**src/rtl/fsg_pkg.sv**
```systemverilog
// ----------------------------------------------------------------------------
// fsg_pkg
// Types and constants of the footswitch gesture detector.
// ----------------------------------------------------------------------------
package fsg_pkg;

    typedef logic [31:0] t_ms;
    typedef logic [15:0] t_ms16;
    typedef logic [2:0]  t_mode;
    typedef logic [1:0]  t_edge;
    typedef logic [5:0]  t_trig;
    typedef logic [2:0]  t_cfg_idx;

    localparam t_ms DEBOUNCE_MS = 32'd5;

    localparam t_mode MODE_TAP       = 3'd0;
    localparam t_mode MODE_MOMENTARY = 3'd1;
    localparam t_mode MODE_LATCHED   = 3'd2;
    localparam t_mode MODE_LONG_ALT  = 3'd3;
    localparam t_mode MODE_DOUBLE    = 3'd4;

    localparam t_trig TRG_PRESS   = 6'h01;
    localparam t_trig TRG_RELEASE = 6'h02;
    localparam t_trig TRG_TOG_ON  = 6'h04;
    localparam t_trig TRG_TOG_OFF = 6'h08;
    localparam t_trig TRG_LONG    = 6'h10;
    localparam t_trig TRG_DOUBLE  = 6'h20;

    localparam t_edge EDGE_NONE    = 2'd0;
    localparam t_edge EDGE_PRESS   = 2'd1;
    localparam t_edge EDGE_RELEASE = 2'd2;

    localparam t_cfg_idx CFG_SWITCH_MODE   = 3'd0;
    localparam t_cfg_idx CFG_LONG_PRESS    = 3'd1;
    localparam t_cfg_idx CFG_DOUBLE_WINDOW = 3'd2;
    localparam t_cfg_idx CFG_AUTO_MOM_MS   = 3'd3;
    localparam t_cfg_idx CFG_AUTO_MOM_EN   = 3'd4;

    localparam t_ms16 RST_LONG_PRESS    = 16'd600;
    localparam t_ms16 RST_DOUBLE_WINDOW = 16'd250;
    localparam t_ms16 RST_AUTO_MOM_MS   = 16'd500;

endpackage

```
**src/rtl/footswitch_gesture_fsm_core.sv**
```systemverilog
// ----------------------------------------------------------------------------
// footswitch_gesture_fsm_core
// Debounces a footswitch sample stream and raises gesture triggers per mode.
//
// channel   direction  handshake                  payload
// in        sink       i_in_valid / o_in_stall    i_cmd, i_now_ms, i_raw_level
// out       source     o_out_valid / i_out_stall  o_edge_res, o_triggers,
//                                                 o_momentary_active
// cfg       sink       i_cfg_valid / o_cfg_ready  i_cfg_index, i_cfg_data
//
// one transaction per cycle sustained while the output does not stall; an
// accepted input is held in the input register and its result then in the
// result register
// gesture state updates as an item moves from input to result register
// o_in_stall rises only while both registers are full and the output stalls
// synchronous active-low reset clears control and gesture state
// ----------------------------------------------------------------------------
module footswitch_gesture_fsm_core (
    input  logic                i_clk,
    input  logic                i_rst_n,
    input  logic                i_in_valid,
    output logic                o_in_stall,
    input  logic                i_cmd,
    input  fsg_pkg::t_ms        i_now_ms,
    input  logic                i_raw_level,
    output logic                o_out_valid,
    input  logic                i_out_stall,
    output fsg_pkg::t_edge      o_edge_res,
    output fsg_pkg::t_trig      o_triggers,
    output logic                o_momentary_active,
    input  logic                i_cfg_valid,
    output logic                o_cfg_ready,
    input  fsg_pkg::t_cfg_idx   i_cfg_index,
    input  logic [15:0]         i_cfg_data
);
    import fsg_pkg::*;

    // configuration
    t_mode r_mode;
    t_ms16 r_long_ms;
    t_ms16 r_window_ms;
    t_ms16 r_auto_ms;
    logic  r_auto_en;

    // input register
    logic  r_in_valid;
    logic  r_in_cmd;
    t_ms   r_in_now;
    logic  r_in_raw;

    // result register
    logic  r_out_valid;
    t_edge r_out_edge;
    t_trig r_out_trig;
    logic  r_out_mom;

    // gesture state
    logic  r_prev_raw, n_prev_raw;
    logic  r_stable, n_stable;
    t_ms   r_raw_change, n_raw_change;
    t_ms   r_press_start, n_press_start;
    logic  r_long_fired, n_long_fired;
    logic  r_latched, n_latched;
    logic  r_latched_before, n_latched_before;
    logic  r_tap_waiting, n_tap_waiting;
    t_ms   r_tap_deadline, n_tap_deadline;

    logic  advance;
    t_edge n_edge;
    t_trig n_trig;
    logic  n_mom;

    t_ms   db_age;
    t_ms   held;
    t_ms   dl_diff;
    t_ms   mom_held;
    logic  fire;
    logic  press_ev;
    logic  release_ev;
    logic  dl_not_after;
    logic  dbl_hit;
    logic  held_lt_long;
    logic  held_ge_auto;

    assign o_cfg_ready = 1'b1;
    assign advance     = r_in_valid && (!r_out_valid || !i_out_stall);
    assign o_in_stall  = r_in_valid && r_out_valid && i_out_stall;

    always_comb begin
        n_prev_raw       = r_prev_raw;
        n_stable         = r_stable;
        n_raw_change     = r_raw_change;
        n_press_start    = r_press_start;
        n_long_fired     = r_long_fired;
        n_latched        = r_latched;
        n_latched_before = r_latched_before;
        n_tap_waiting    = r_tap_waiting;
        n_tap_deadline   = r_tap_deadline;
        n_edge           = EDGE_NONE;
        n_trig           = '0;
        n_mom            = 1'b0;

        db_age       = (r_in_raw != r_prev_raw) ? '0 : (r_in_now - r_raw_change);
        fire         = (r_in_raw != r_stable) && (db_age >= DEBOUNCE_MS);
        press_ev     = fire && !r_in_raw;
        release_ev   = fire && r_in_raw;
        held         = r_in_now - r_press_start;
        dl_diff      = r_in_now - r_tap_deadline;
        dl_not_after = (dl_diff == '0) || dl_diff[31];
        dbl_hit      = r_tap_waiting && dl_not_after;
        held_lt_long = held < {16'd0, r_long_ms};
        held_ge_auto = held >= {16'd0, r_auto_ms};
        mom_held     = held;

        if (r_in_cmd) begin
            n_press_start    = '0;
            n_long_fired     = !r_stable;
            n_latched        = 1'b0;
            n_latched_before = 1'b0;
            n_tap_waiting    = 1'b0;
            n_tap_deadline   = '0;
            mom_held         = r_in_now;
        end else begin
            if (r_in_raw != r_prev_raw) begin
                n_prev_raw   = r_in_raw;
                n_raw_change = r_in_now;
            end
            if (fire) begin
                n_stable = r_in_raw;
            end
            if (press_ev) begin
                n_edge = EDGE_PRESS;
                unique case (r_mode)
                    MODE_TAP, MODE_MOMENTARY: begin
                        n_trig = TRG_PRESS;
                    end
                    MODE_LATCHED: begin
                        n_latched_before = r_latched;
                        n_press_start    = r_in_now;
                        n_latched        = !r_latched;
                        n_trig           = r_latched ? TRG_TOG_OFF : TRG_TOG_ON;
                        mom_held         = '0;
                    end
                    MODE_LONG_ALT: begin
                        n_press_start = r_in_now;
                        n_long_fired  = 1'b0;
                        mom_held      = '0;
                    end
                    MODE_DOUBLE: begin
                        if (dbl_hit) begin
                            n_tap_waiting = 1'b0;
                            n_trig        = TRG_DOUBLE;
                        end else begin
                            n_tap_waiting  = 1'b1;
                            n_tap_deadline = r_in_now + {16'd0, r_window_ms};
                        end
                    end
                    default: begin
                        n_trig = '0;
                    end
                endcase
            end else if (release_ev) begin
                n_edge = EDGE_RELEASE;
                priority if (r_mode == MODE_MOMENTARY) begin
                    n_trig = TRG_RELEASE;
                end else if (r_mode == MODE_LONG_ALT && !r_long_fired && held_lt_long) begin
                    n_trig = TRG_PRESS;
                end else if (r_mode == MODE_LATCHED && r_auto_en && held_ge_auto &&
                             (r_latched != r_latched_before)) begin
                    n_latched = r_latched_before;
                    n_trig    = r_latched_before ? TRG_TOG_ON : TRG_TOG_OFF;
                end else begin
                    n_trig = '0;
                end
            end
            // mom_held doubles as the post-press hold time for long press
            if (r_mode == MODE_LONG_ALT && !n_stable && !n_long_fired &&
                mom_held >= {16'd0, r_long_ms}) begin
                n_long_fired = 1'b1;
                n_trig       = n_trig | TRG_LONG;
            end
            // an expired double-mode window raises TRG_PRESS unless a press restarts it
            if (r_mode == MODE_DOUBLE && !press_ev && r_tap_waiting && !dl_not_after) begin
                n_tap_waiting = 1'b0;
                n_trig        = n_trig | TRG_PRESS;
            end
        end

        n_mom = (r_mode == MODE_LATCHED) && r_auto_en && !n_stable &&
                (mom_held >= {16'd0, r_auto_ms});
    end

    always_ff @(posedge i_clk) begin
        if (!i_rst_n) begin
            r_mode      <= MODE_TAP;
            r_long_ms   <= RST_LONG_PRESS;
            r_window_ms <= RST_DOUBLE_WINDOW;
            r_auto_ms   <= RST_AUTO_MOM_MS;
            r_auto_en   <= 1'b1;
        end else if (i_cfg_valid) begin
            unique case (i_cfg_index)
                CFG_SWITCH_MODE:   r_mode      <= i_cfg_data[2:0];
                CFG_LONG_PRESS:    r_long_ms   <= i_cfg_data;
                CFG_DOUBLE_WINDOW: r_window_ms <= i_cfg_data;
                CFG_AUTO_MOM_MS:   r_auto_ms   <= i_cfg_data;
                CFG_AUTO_MOM_EN:   r_auto_en   <= i_cfg_data[0];
                default: begin
                end
            endcase
        end
    end

    always_ff @(posedge i_clk) begin
        if (!i_rst_n) begin
            r_in_valid  <= 1'b0;
            r_out_valid <= 1'b0;
        end else begin
            if (i_in_valid && !o_in_stall) begin
                r_in_valid <= 1'b1;
            end else if (advance) begin
                r_in_valid <= 1'b0;
            end
            if (advance) begin
                r_out_valid <= 1'b1;
            end else if (!i_out_stall) begin
                r_out_valid <= 1'b0;
            end
        end
    end

    always_ff @(posedge i_clk) begin
        if (i_in_valid && !o_in_stall) begin
            r_in_cmd <= i_cmd;
            r_in_now <= i_now_ms;
            r_in_raw <= i_raw_level;
        end
        if (advance) begin
            r_out_edge <= n_edge;
            r_out_trig <= n_trig;
            r_out_mom  <= n_mom;
        end
    end

    always_ff @(posedge i_clk) begin
        if (!i_rst_n) begin
            r_prev_raw       <= 1'b1;
            r_stable         <= 1'b1;
            r_raw_change     <= '0;
            r_press_start    <= '0;
            r_long_fired     <= 1'b0;
            r_latched        <= 1'b0;
            r_latched_before <= 1'b0;
            r_tap_waiting    <= 1'b0;
            r_tap_deadline   <= '0;
        end else if (advance) begin
            r_prev_raw       <= n_prev_raw;
            r_stable         <= n_stable;
            r_raw_change     <= n_raw_change;
            r_press_start    <= n_press_start;
            r_long_fired     <= n_long_fired;
            r_latched        <= n_latched;
            r_latched_before <= n_latched_before;
            r_tap_waiting    <= n_tap_waiting;
            r_tap_deadline   <= n_tap_deadline;
        end
    end

    assign o_out_valid        = r_out_valid;
    assign o_edge_res         = r_out_edge;
    assign o_triggers         = r_out_trig;
    assign o_momentary_active = r_out_mom;

endmodule

```
**config.mk**
```make
export PLATFORM = sky130hd
export DESIGN_NAME = footswitch_gesture_fsm_core
export DESIGN_NICKNAME = d
export VERILOG_FILES = /design/src/rtl/fsg_pkg.sv /design/src/rtl/footswitch_gesture_fsm_core.sv
export SDC_FILE = /design/constraint.sdc
export NUM_CORES = 1
export LEC_CHECK = 0
export BUFFER_PORTS_ARGS = -buffer_cell sky130_fd_sc_hd__buf_2
export CAP_MARGIN = 0
export CORE_MARGIN = 1
export CORE_UTILIZATION = 30
export DETAILED_ROUTE_END_ITERATION = 10
export HOLD_SLACK_MARGIN = 0.03
export SETUP_SLACK_MARGIN = 0.1
export SLEW_MARGIN = 20
export SYNTH_ARGS = -nofsm -noshare
export SYNTH_HDL_FRONTEND = slang
export SYNTH_SLANG_ARGS = --single-unit
```
**constraint.sdc**
```tcl
create_clock -name i_clk -period 6.7 [get_ports i_clk]
set_input_delay 0.335 -clock i_clk [delete_from_list [all_inputs] [get_ports i_clk]]
set_output_delay 0.335 -clock i_clk [all_outputs]
set_load 0.05 [all_outputs]
```
==> results of run 1 <==
final timing paths:
check,startpoint,to,cells past startpoint
hold / removal,i_now_ms[24],r_in_now[24]$_DFFE_PP_,1
setup reg to reg,r_in_now[0]$_DFFE_PP_,o_momentary_active$_DFFE_PP_,27
hold reg to reg,r_raw_change[9]$_SDFFE_PN0P_,r_raw_change[9]$_SDFFE_PN0P_,2
setup / recovery,r_in_now[0]$_DFFE_PP_,o_momentary_active$_DFFE_PP_,27
area by class of cell:
cell class              count  share of cell area [%]
multi-input cells        1563                    59.2
flip-flops and latches    199                    24.7
well taps                 688                    4.81
repair buffers            129                    4.62
inverters                 172                    3.61
clock buffers              21                    2.52
clock inverters            11                   0.525
diodes                      1                  0.0140
kinds of logic after synthesis:
family | after synthesis
AO/OA/AOI/OAI | 651
flip-flops | 199
other | 1
multiplexers | 19
AND/OR/NAND/NOR | 645
buffers and inverters | 274
adder cells (fa/ha/maj) | 176
XOR/XNOR | 71
per-stage QoR:
step	std cells	power [mW]	area, um2	hold slack, ns	util, %
after CTS	2780	3.07	17800	0.0317	33.8
after detailed placement	2743	2.06	17200	0.448	32.7
after floorplan	2036	1.82	16000	0.434	-
after global routing	2783	3.21	17900	0.0323	34.0
after global placement	2743	2.05	17200	0.444	32.7
final	2784	3.06	17900	0.0501	34.0
sequential cells by signal, summed over array words and instances, names as in the netlist, 6 cells and up:
signal,cells
o_triggers,6
r_auto_ms,16
r_in_now,32
r_long_ms,16
r_press_start,32
r_raw_change,32
r_tap_deadline,32
r_window_ms,16
routing by layer:
metal,routed length (um),global-route usage (%),vias up,part of all wire [%]
met5,32,0,-,0.061
met4,1480,6.52,6,2.8
met3,3430,4.19,88,6.5
met2,24000,31.3,482,46
met1,23400,25.3,7371,45
li1,-,-,7539,-
cells in the final DEF (no fill, tap or decap), types with 7 or more instances in the layout:
master | netlist | layout
sky130_fd_sc_hd__nand2_1 | 265 | 264
sky130_fd_sc_hd__a21oi_1 | 224 | 222
sky130_fd_sc_hd__ha_1 | 172 | 172
sky130_fd_sc_hd__inv_1 | 171 | 170
sky130_fd_sc_hd__dfxtp_1 | 156 | 156
sky130_fd_sc_hd__nor2_1 | 107 | 106
sky130_fd_sc_hd__o21ai_0 | 82 | 82
sky130_fd_sc_hd__buf_2 | 18 | 68
sky130_fd_sc_hd__nand4_1 | 60 | 60
sky130_fd_sc_hd__o211ai_1 | 54 | 54
sky130_fd_sc_hd__buf_4 | 1 | 54
sky130_fd_sc_hd__a21o_1 | 46 | 46
sky130_fd_sc_hd__xnor2_1 | 43 | 43
sky130_fd_sc_hd__edfxtp_1 | 43 | 43
sky130_fd_sc_hd__nand3_1 | 38 | 38
sky130_fd_sc_hd__a32o_1 | 33 | 33
sky130_fd_sc_hd__nor3_1 | 32 | 30
sky130_fd_sc_hd__o21a_1 | 28 | 28
sky130_fd_sc_hd__xor2_1 | 28 | 28
sky130_fd_sc_hd__nand2b_1 | 26 | 26
sky130_fd_sc_hd__nor2b_1 | 25 | 24
sky130_fd_sc_hd__a211oi_1 | 20 | 20
sky130_fd_sc_hd__clkbuf_16 | 0 | 17
sky130_fd_sc_hd__nor4_1 | 15 | 15
sky130_fd_sc_hd__o31ai_1 | 15 | 15
sky130_fd_sc_hd__o2111ai_1 | 14 | 14
sky130_fd_sc_hd__o21ai_1 | 17 | 14
sky130_fd_sc_hd__and3_1 | 12 | 12
sky130_fd_sc_hd__or3_1 | 13 | 12
sky130_fd_sc_hd__o21bai_1 | 12 | 12
sky130_fd_sc_hd__mux2i_1 | 11 | 11
sky130_fd_sc_hd__a31oi_1 | 10 | 10
sky130_fd_sc_hd__and4_1 | 9 | 9
sky130_fd_sc_hd__mux2_2 | 8 | 8
sky130_fd_sc_hd__or2_2 | 7 | 7
sky130_fd_sc_hd__o22ai_1 | 7 | 7
power groups by stage:
stage / Clock (mW) / Combinational [mW] / Sequential, mW
2_1_floorplan: 0 / 0.511 / 1.31
3_3_place_gp: 0 / 0.754 / 1.30
3_5_place_dp: 0 / 0.760 / 1.30
4_1_cts: 1.03 / 0.767 / 1.27
5_1_grt: 1.07 / 0.862 / 1.28
6_report: 1.01 / 0.780 / 1.27
what timing repair did:
action                                  CTS  global route
hold buffers                              5             0
endpoints found under the setup margin    0             3
setup buffers                             0             2
resized for setup                         0             6
hold endpoints to repair                  5             0
==> results, run 1 <==
- The flow ran to the end, and the final reports show no timing, DRC or antenna violations.
- The quantity of I/O buffers inserted on ports is 68.
- Adding up every negative setup slack in the final design gives 0 ns.
- The routed design could run at a clock period as short as slightly above 6 ns.
- The remaining max-slew budget at the tightest pin is roughly two fifths.
- The endpoint arrival time on the critical path is 6.38 ns.
- The area used by multi-input combinational logic is 0.0106 mm2.
- The clock passes through at most 2 buffers.
- After the first detailed-routing iteration, the DRC count stood at between 1000 and 1500.
- The number of global-route vias before repair is approximately 14000.
- Across the run, the number of max-cap violations was 0.
- For this run, the top clock speed supported by timing is between 150 and 200 MHz.
- The cell area after synthesis is roughly 0.016 mm2.
- The cell at the root of the clock tree is sky130_fd_sc_hd__clkbuf_16.
- Dividing the synthesized area by the synthesized cell count gives 7.87 um2.
- Among all stages on the critical path, the largest delay is contributed by sky130_fd_sc_hd__fa_1.
- The number of cell rows is 84.
- The maximum resistive drop on vdd is 0.136 mV.
- The average detailed-routed wire length per instance is 18.8 um.
- The die height is 233 um.
- The cell seen most often among critical-path stages is sky130_fd_sc_hd__a21o_1.
- The number of nets handed over by synthesis was 2270.
- The worst setup margin is between 0.4 and 0.5 ns.
- Sequential cells account for a little over two fifths of the total power.
- The max-slew violation total from the final report was 0.
- The count of nets left with antenna violations once routing finished came out at 0.
- The most numerous cell in the Yosys netlist is sky130_fd_sc_hd__nand2_1.
- 70 I/O pins were placed.
- The largest clock skew in the final design is between 0.015 and 0.02 ns.
- Dividing the final minimum period by the clock period gives 92.6%.
- The synthesized netlist devotes 3.88% of its cell area to XOR and XNOR gates.
- The net count of the finished layout is around 2300.
- Setup repair after global routing left no endpoint under its margin.
- Of all nets on the critical path, the largest fanout is 8.
- The delay of the slowest cell on the worst path is around 0.40 ns.
- After clock tree synthesis, the clock-pin slew on the worst setup and hold paths is 0.08 ns.
- The complex-gate fraction of the synthesized area is 27.1%.
- The switching power is 1.02 mW.
- At the worst endpoint, the required time is 6.88 ns.
- The setup slack of the most critical reg-to-reg path is just under 0.5 ns.
- The routed layout has 15500 vias.
- The first global-routing pass estimated 81.8 mm of wire.
- The combined flip-flop and latch cell area is ~0.0044 mm2.
- Among all flip-flop cells after synthesis, the most frequent one is sky130_fd_sc_hd__dfxtp_1.
- The fraction of synthesized area in multiplexers is 1.25%.
- In this run the horizontal extent of the chip is between 200 and 250 um.
- The tree built by TritonCTS fans out to 199 sinks.
- The post-detailed-placement half-perimeter wirelength is between 40 and 50 mm.
- The clock network burns 32.9% of the power.
- For this design the ratio of total power to cell area is 171 mW/mm2.
- Across every metal layer, demand over resource in global routing totals 19.4%.
- Sorting the synthesized cells by how often they occur yields sky130_fd_sc_hd__nand2_1 (265), sky130_fd_sc_hd__a21oi_1 (224), sky130_fd_sc_hd__ha_1 (172).
- The area growth from synthesis to layout is 11.7%.
- The biggest area consumer among synthesized cells is sky130_fd_sc_hd__dfxtp_1.
- After floorplanning, the core was sized to cover 0.0527 mm2.
- The count of flip-flops with a built-in enable after synthesis is 43.
- The largest net degree at the start of global routing is 97.
- For this run, the detailed router's first-pass iteration total came to 5.
- The floorplan step defined a die boundary enclosing 0.0543 mm2.
- TritonCTS built the clock tree.
- Summing the areas of all and, or, nand and nor instances in the mapped netlist gives between 10% and 20% of the synthesized area.
- The startpoint-to-endpoint class of the critical path is flop to flop.
- The number of register bits inferred by synthesis is about 200.
- The fill cell total of the finished layout is 5538.
- The min-delay analysis places its worst path in the category input port to flop.
- Of the post-synthesis cell area, the dominant cell type holds 19.5%.
- The fraction of registers with async set or reset after synthesis is 0%.
- By area the synthesized netlist is led by sky130_fd_sc_hd__dfxtp_1 (19%), sky130_fd_sc_hd__ha_1 (13%), sky130_fd_sc_hd__edfxtp_1 (8.1%).
- Clock latency on the worst-skew pair, taken at its later pin, is 0.47 ns.
- The congestion estimate from routability-driven global placement came to ~0.89.
- Prior to clock tree synthesis, the placed netlist has a worst setup slack of 0.250 ns.
- Summed over all cells, the static leakage comes to ~6.6 nW.
- The remaining global-route overflow is 0.
- The DRC violation count after routing is 0.
- At the pin with the least slew margin, the transition time is 0.905 ns.
- The ratio of routed vias to standard cells is 5.56.
- The proportion of synthesized chip area in sequential cells is 27.6%.
- The type of element launching the critical path is a flop.
- The yosys synthesis warning count is 0.
- The hold violation count in the final report is 0.
- The buffer and inverter count on the worst path is 1.
- The H-tree was split into 4 levels.
- The internal portion of the total power is about 2 mW.
- The worst setup path is captured at a flop.
- In this run switching power makes up roughly 33% of total power.
- Setup violations remaining at the end of the flow were counted as 0.
- The cell class contributing the biggest share of worst-path delay is compound AO/OA/AOI/OAI gates.
- The largest family of logic cells by synthesized area is compound AO/OA/AOI/OAI gates.
- After synthesis, the netlist uses 92 different library cells.
- Once the floorplan was initialized, standard cells occupied 30.4% of the core.
- The number of clock buffers inserted by TritonCTS is 17.
- The fraction of power consumed by combinational cells is 25.5%.
- The adder and majority gate portion of the synthesized area is ~14%.
- The initial antenna violation count came to 3.
- The routed wire length is 52.3 mm.
- The cell count after synthesis came out at 2036.
- The post-route netlist has 9.79% of its cells at a drive strength greater than 1.
Power figures use the tool's default switching activity.
==> run 2, diff against run 1 <==
Settings changed: RECOVER_POWER from default to 100.
==> run 2 against run 1 <==
  * The flow now finishes with violations (capacitance limit, slew limit)
  * Critical path type unchanged
  * Via count about the same
  * Register-to-register slack got worse by 0.09 ns
  * Final cell count unchanged
  * Non-clock buffer count did not move
  * Combinational power shrank 0.9%
  * Sequential share of layout area rose by 0.17 points
  * Clock skew is essentially flat
  * Sequential cell count unchanged
  * Cell area decreased by 0.66%
  * Fmax fell by 1.4%
  * Sequential power hardly changed
==> results, run 2 (synthesis results as in run 1) <==
- The flow ran to the end, but the final reports show violations.
- The final reports fail on capacitance limit, slew limit.
- The final critical path takes up 94.0% of the cycle.
- For this configuration, the core starts out at a cell density of 30.4%.
- The number of global-route vias before repair was between 10000 and 15000.
- The endpoint arrival time on the critical path is 6.53 ns.
- Headroom to the max-slew limit came out at -92.5%.
- The floorplan die width is 233 um.
- For this run, the post-layout net count is 2316.
- Of the cells placed in the final design, the portion with a size suffix greater than 1 is 7.83%.
- Leaving out fill and tap cells, the most frequent cells in the layout are sky130_fd_sc_hd__nand2_1 (264), sky130_fd_sc_hd__a21oi_1 (223), sky130_fd_sc_hd__ha_1 (172).
- Based on the critical path, the design can be clocked at up to 159 MHz.
- STA classifies the critical path startpoint as a flop.
- The worst-skew pair later-pin latency is between 0.4 and 0.5 ns.
- During placement, the flow inserted port buffers numbering 68.
- The worst setup path is captured at a flop.
- The hold violation count in the final report is 0.
- The DRC violation count after routing is 0.
- The number of violations of the max-capacitance limit is 3.
- The clock slew seen by the registers of the worst setup and hold paths is 0.07 ns.
- The floorplan has 84 rows.
- Setup repair after global routing left no endpoint under its margin.
- In this run the remaining antenna-violating nets after routing total 0.
- Detailed placement finished with a half-perimeter wire length of just over 40 mm.
- The core area is 0.0527 mm2.
- The max-slew violation total from the final report is about 180.
- The slew at the pin closest to its max-slew limit is between 2 and 3 ns.
- Clock skew on the completed layout was measured at 0.0196 ns.
- For this block, the routed nets add up to 52.3 mm of wire.
- The first detailed-routing pass took 5 iterations.
- Leaving out fill and tap cells, the most frequent cell in the layout is sky130_fd_sc_hd__nand2_1.
- The remaining global-route overflow is 0.
- The global placement routability congestion is between 0.8 and 0.9.
- In this run the clock root is driven by a sky130_fd_sc_hd__clkbuf_16.
- In the post-route analysis, the smallest setup slack over all paths is 0.404 ns.
- Along the worst path, the maximum fanout reaches 33.
- The die height is 233 um.
- Using the TritonRoute via totals, the vias-per-cell ratio works out to 5.56.
- The required time of the critical path is 6.94 ns.
- For the final routed database, the setup TNS stands at 0 ns.
- The total setup violations reported at the end of the flow is 0.
- OpenSTA, run right after detailed placement, puts the worst setup slack at 0.250 ns.
- IR analysis of the VDD net gives a maximum drop of approximately 0.14 mV.
- The worst path needs 6.30 ns of the cycle, external delays included.
- Power comes to around 3 mW.
- The analysis attributes to cell leakage a power of 6.50 nW.
- The initial antenna violation count is 2.
- For this block, the initial DRC count from the detailed router was 1164.
- The min-delay analysis places its worst path in the category input port to flop.
- The number of H-tree levels is 4.
- The I/O pin total is 70.
- The finished cells cover 0.0178 mm2.
- The deepest clock path buffer count is 2.
- Clock tree synthesis found a total of roughly 200 sinks.
- The total power density per cell area is approximately 170 mW/mm2.
- The average detailed-routed wire length per instance is 18.8 um.
- The largest net degree at the start of global routing is 97.
- The die footprint is 0.0543 mm2.
- Counting the buffers created by CTS gives 17.
- The first global-routing pass estimated 81.8 mm of wire.
- The routed layout has 15500 vias.
- The TritonCTS clock tree is done.
- The placed standard-cell area is 0.0172 mm2.
- The startpoint-to-endpoint class of the critical path is flop to flop.
- The layout-stage area growth over the synthesis result is 10.9%.
- Global routing used 19.4% of the available tracks.
## run 2: layout make-up
type / count / area (um2)
inverter: 172 / 646
multi-input combinational: 1563 / 10500
clock buffer: 21 / 450
clock inverter: 11 / 93.8
antenna: 1 / 2.50
tap: 688 / 861
timing repair buffer: 129 / 754
sequential: 199 / 4410
fill: 5570 / 34900
## run 2: report_power, final
group          total (mW)  internal (mW)  switching, mW
logic               0.773          0.285          0.488
clock network        1.01          0.495          0.513
registers            1.27           1.25         0.0197
total                3.05           2.03           1.02
## run 2: final timing paths
path | start | end | slack, ns | depth (start not counted)
worst min register to register | r_raw_change[9]$_SDFFE_PN0P_ | r_raw_change[9]$_SDFFE_PN0P_ | 0.45 | 2
worst max register to register | r_in_now[0]$_DFFE_PP_ | o_triggers[5]$_SDFFCE_PP0P_ | 0.40 | 16
worst min-delay path | i_now_ms[20] | r_in_now[20]$_DFFE_PP_ | 0.05 | 1
worst max-delay path | r_in_now[0]$_DFFE_PP_ | o_triggers[5]$_SDFFCE_PP0P_ | 0.40 | 16
## run 2: routing by layer
layer | part of all wire (%) | track usage [%] | vias to the layer above
li1 | - | - | 7542
met2 | 46 | 31.3 | 475
met5 | 0.044 | 0 | -
met1 | 45 | 25.3 | 7365
met4 | 2.9 | 6.52 | 4
met3 | 6.3 | 4.19 | 90
## run 2: critical path, stage by stage (launching register included)
cell,delay [ns]
sky130_fd_sc_hd__edfxtp_1,0.38
sky130_fd_sc_hd__inv_1,0.09
sky130_fd_sc_hd__clkbuf_1,0.31
sky130_fd_sc_hd__ha_1,0.37
sky130_fd_sc_hd__fa_1,0.45
sky130_fd_sc_hd__nor2b_1,0.14
sky130_fd_sc_hd__o21ai_0,0.20
sky130_fd_sc_hd__a21oi_1,0.16
sky130_fd_sc_hd__o22ai_1,0.55
sky130_fd_sc_hd__o31ai_1,0.17
sky130_fd_sc_hd__xor2_1,0.19
sky130_fd_sc_hd__a2111o_1,0.39
sky130_fd_sc_hd__or4_2,0.60
sky130_fd_sc_hd__nor4_1,0.91
sky130_fd_sc_hd__o21a_2,0.72
sky130_fd_sc_hd__nand2_1,0.14
sky130_fd_sc_hd__nor4_2,0.29
## run 2: what timing repair did
action | 4_1_cts | 5_1_grt
gates resized for setup | 0 | 6
hold buffers | 5 | 0
endpoints found under the setup margin | 0 | 3
setup buffers | 0 | 2
endpoints found under the hold margin | 5 | 0
## run 2: per-stage QoR
stage          cells  hold slack (ns)  util [%]
6_report        2784           0.0524      33.7
5_1_grt         2783           0.0323      33.7
4_1_cts         2780           0.0317      33.8
3_5_place_dp    2743            0.448      32.7
3_3_place_gp    2743            0.444      32.7
2_1_floorplan   2036            0.434         -
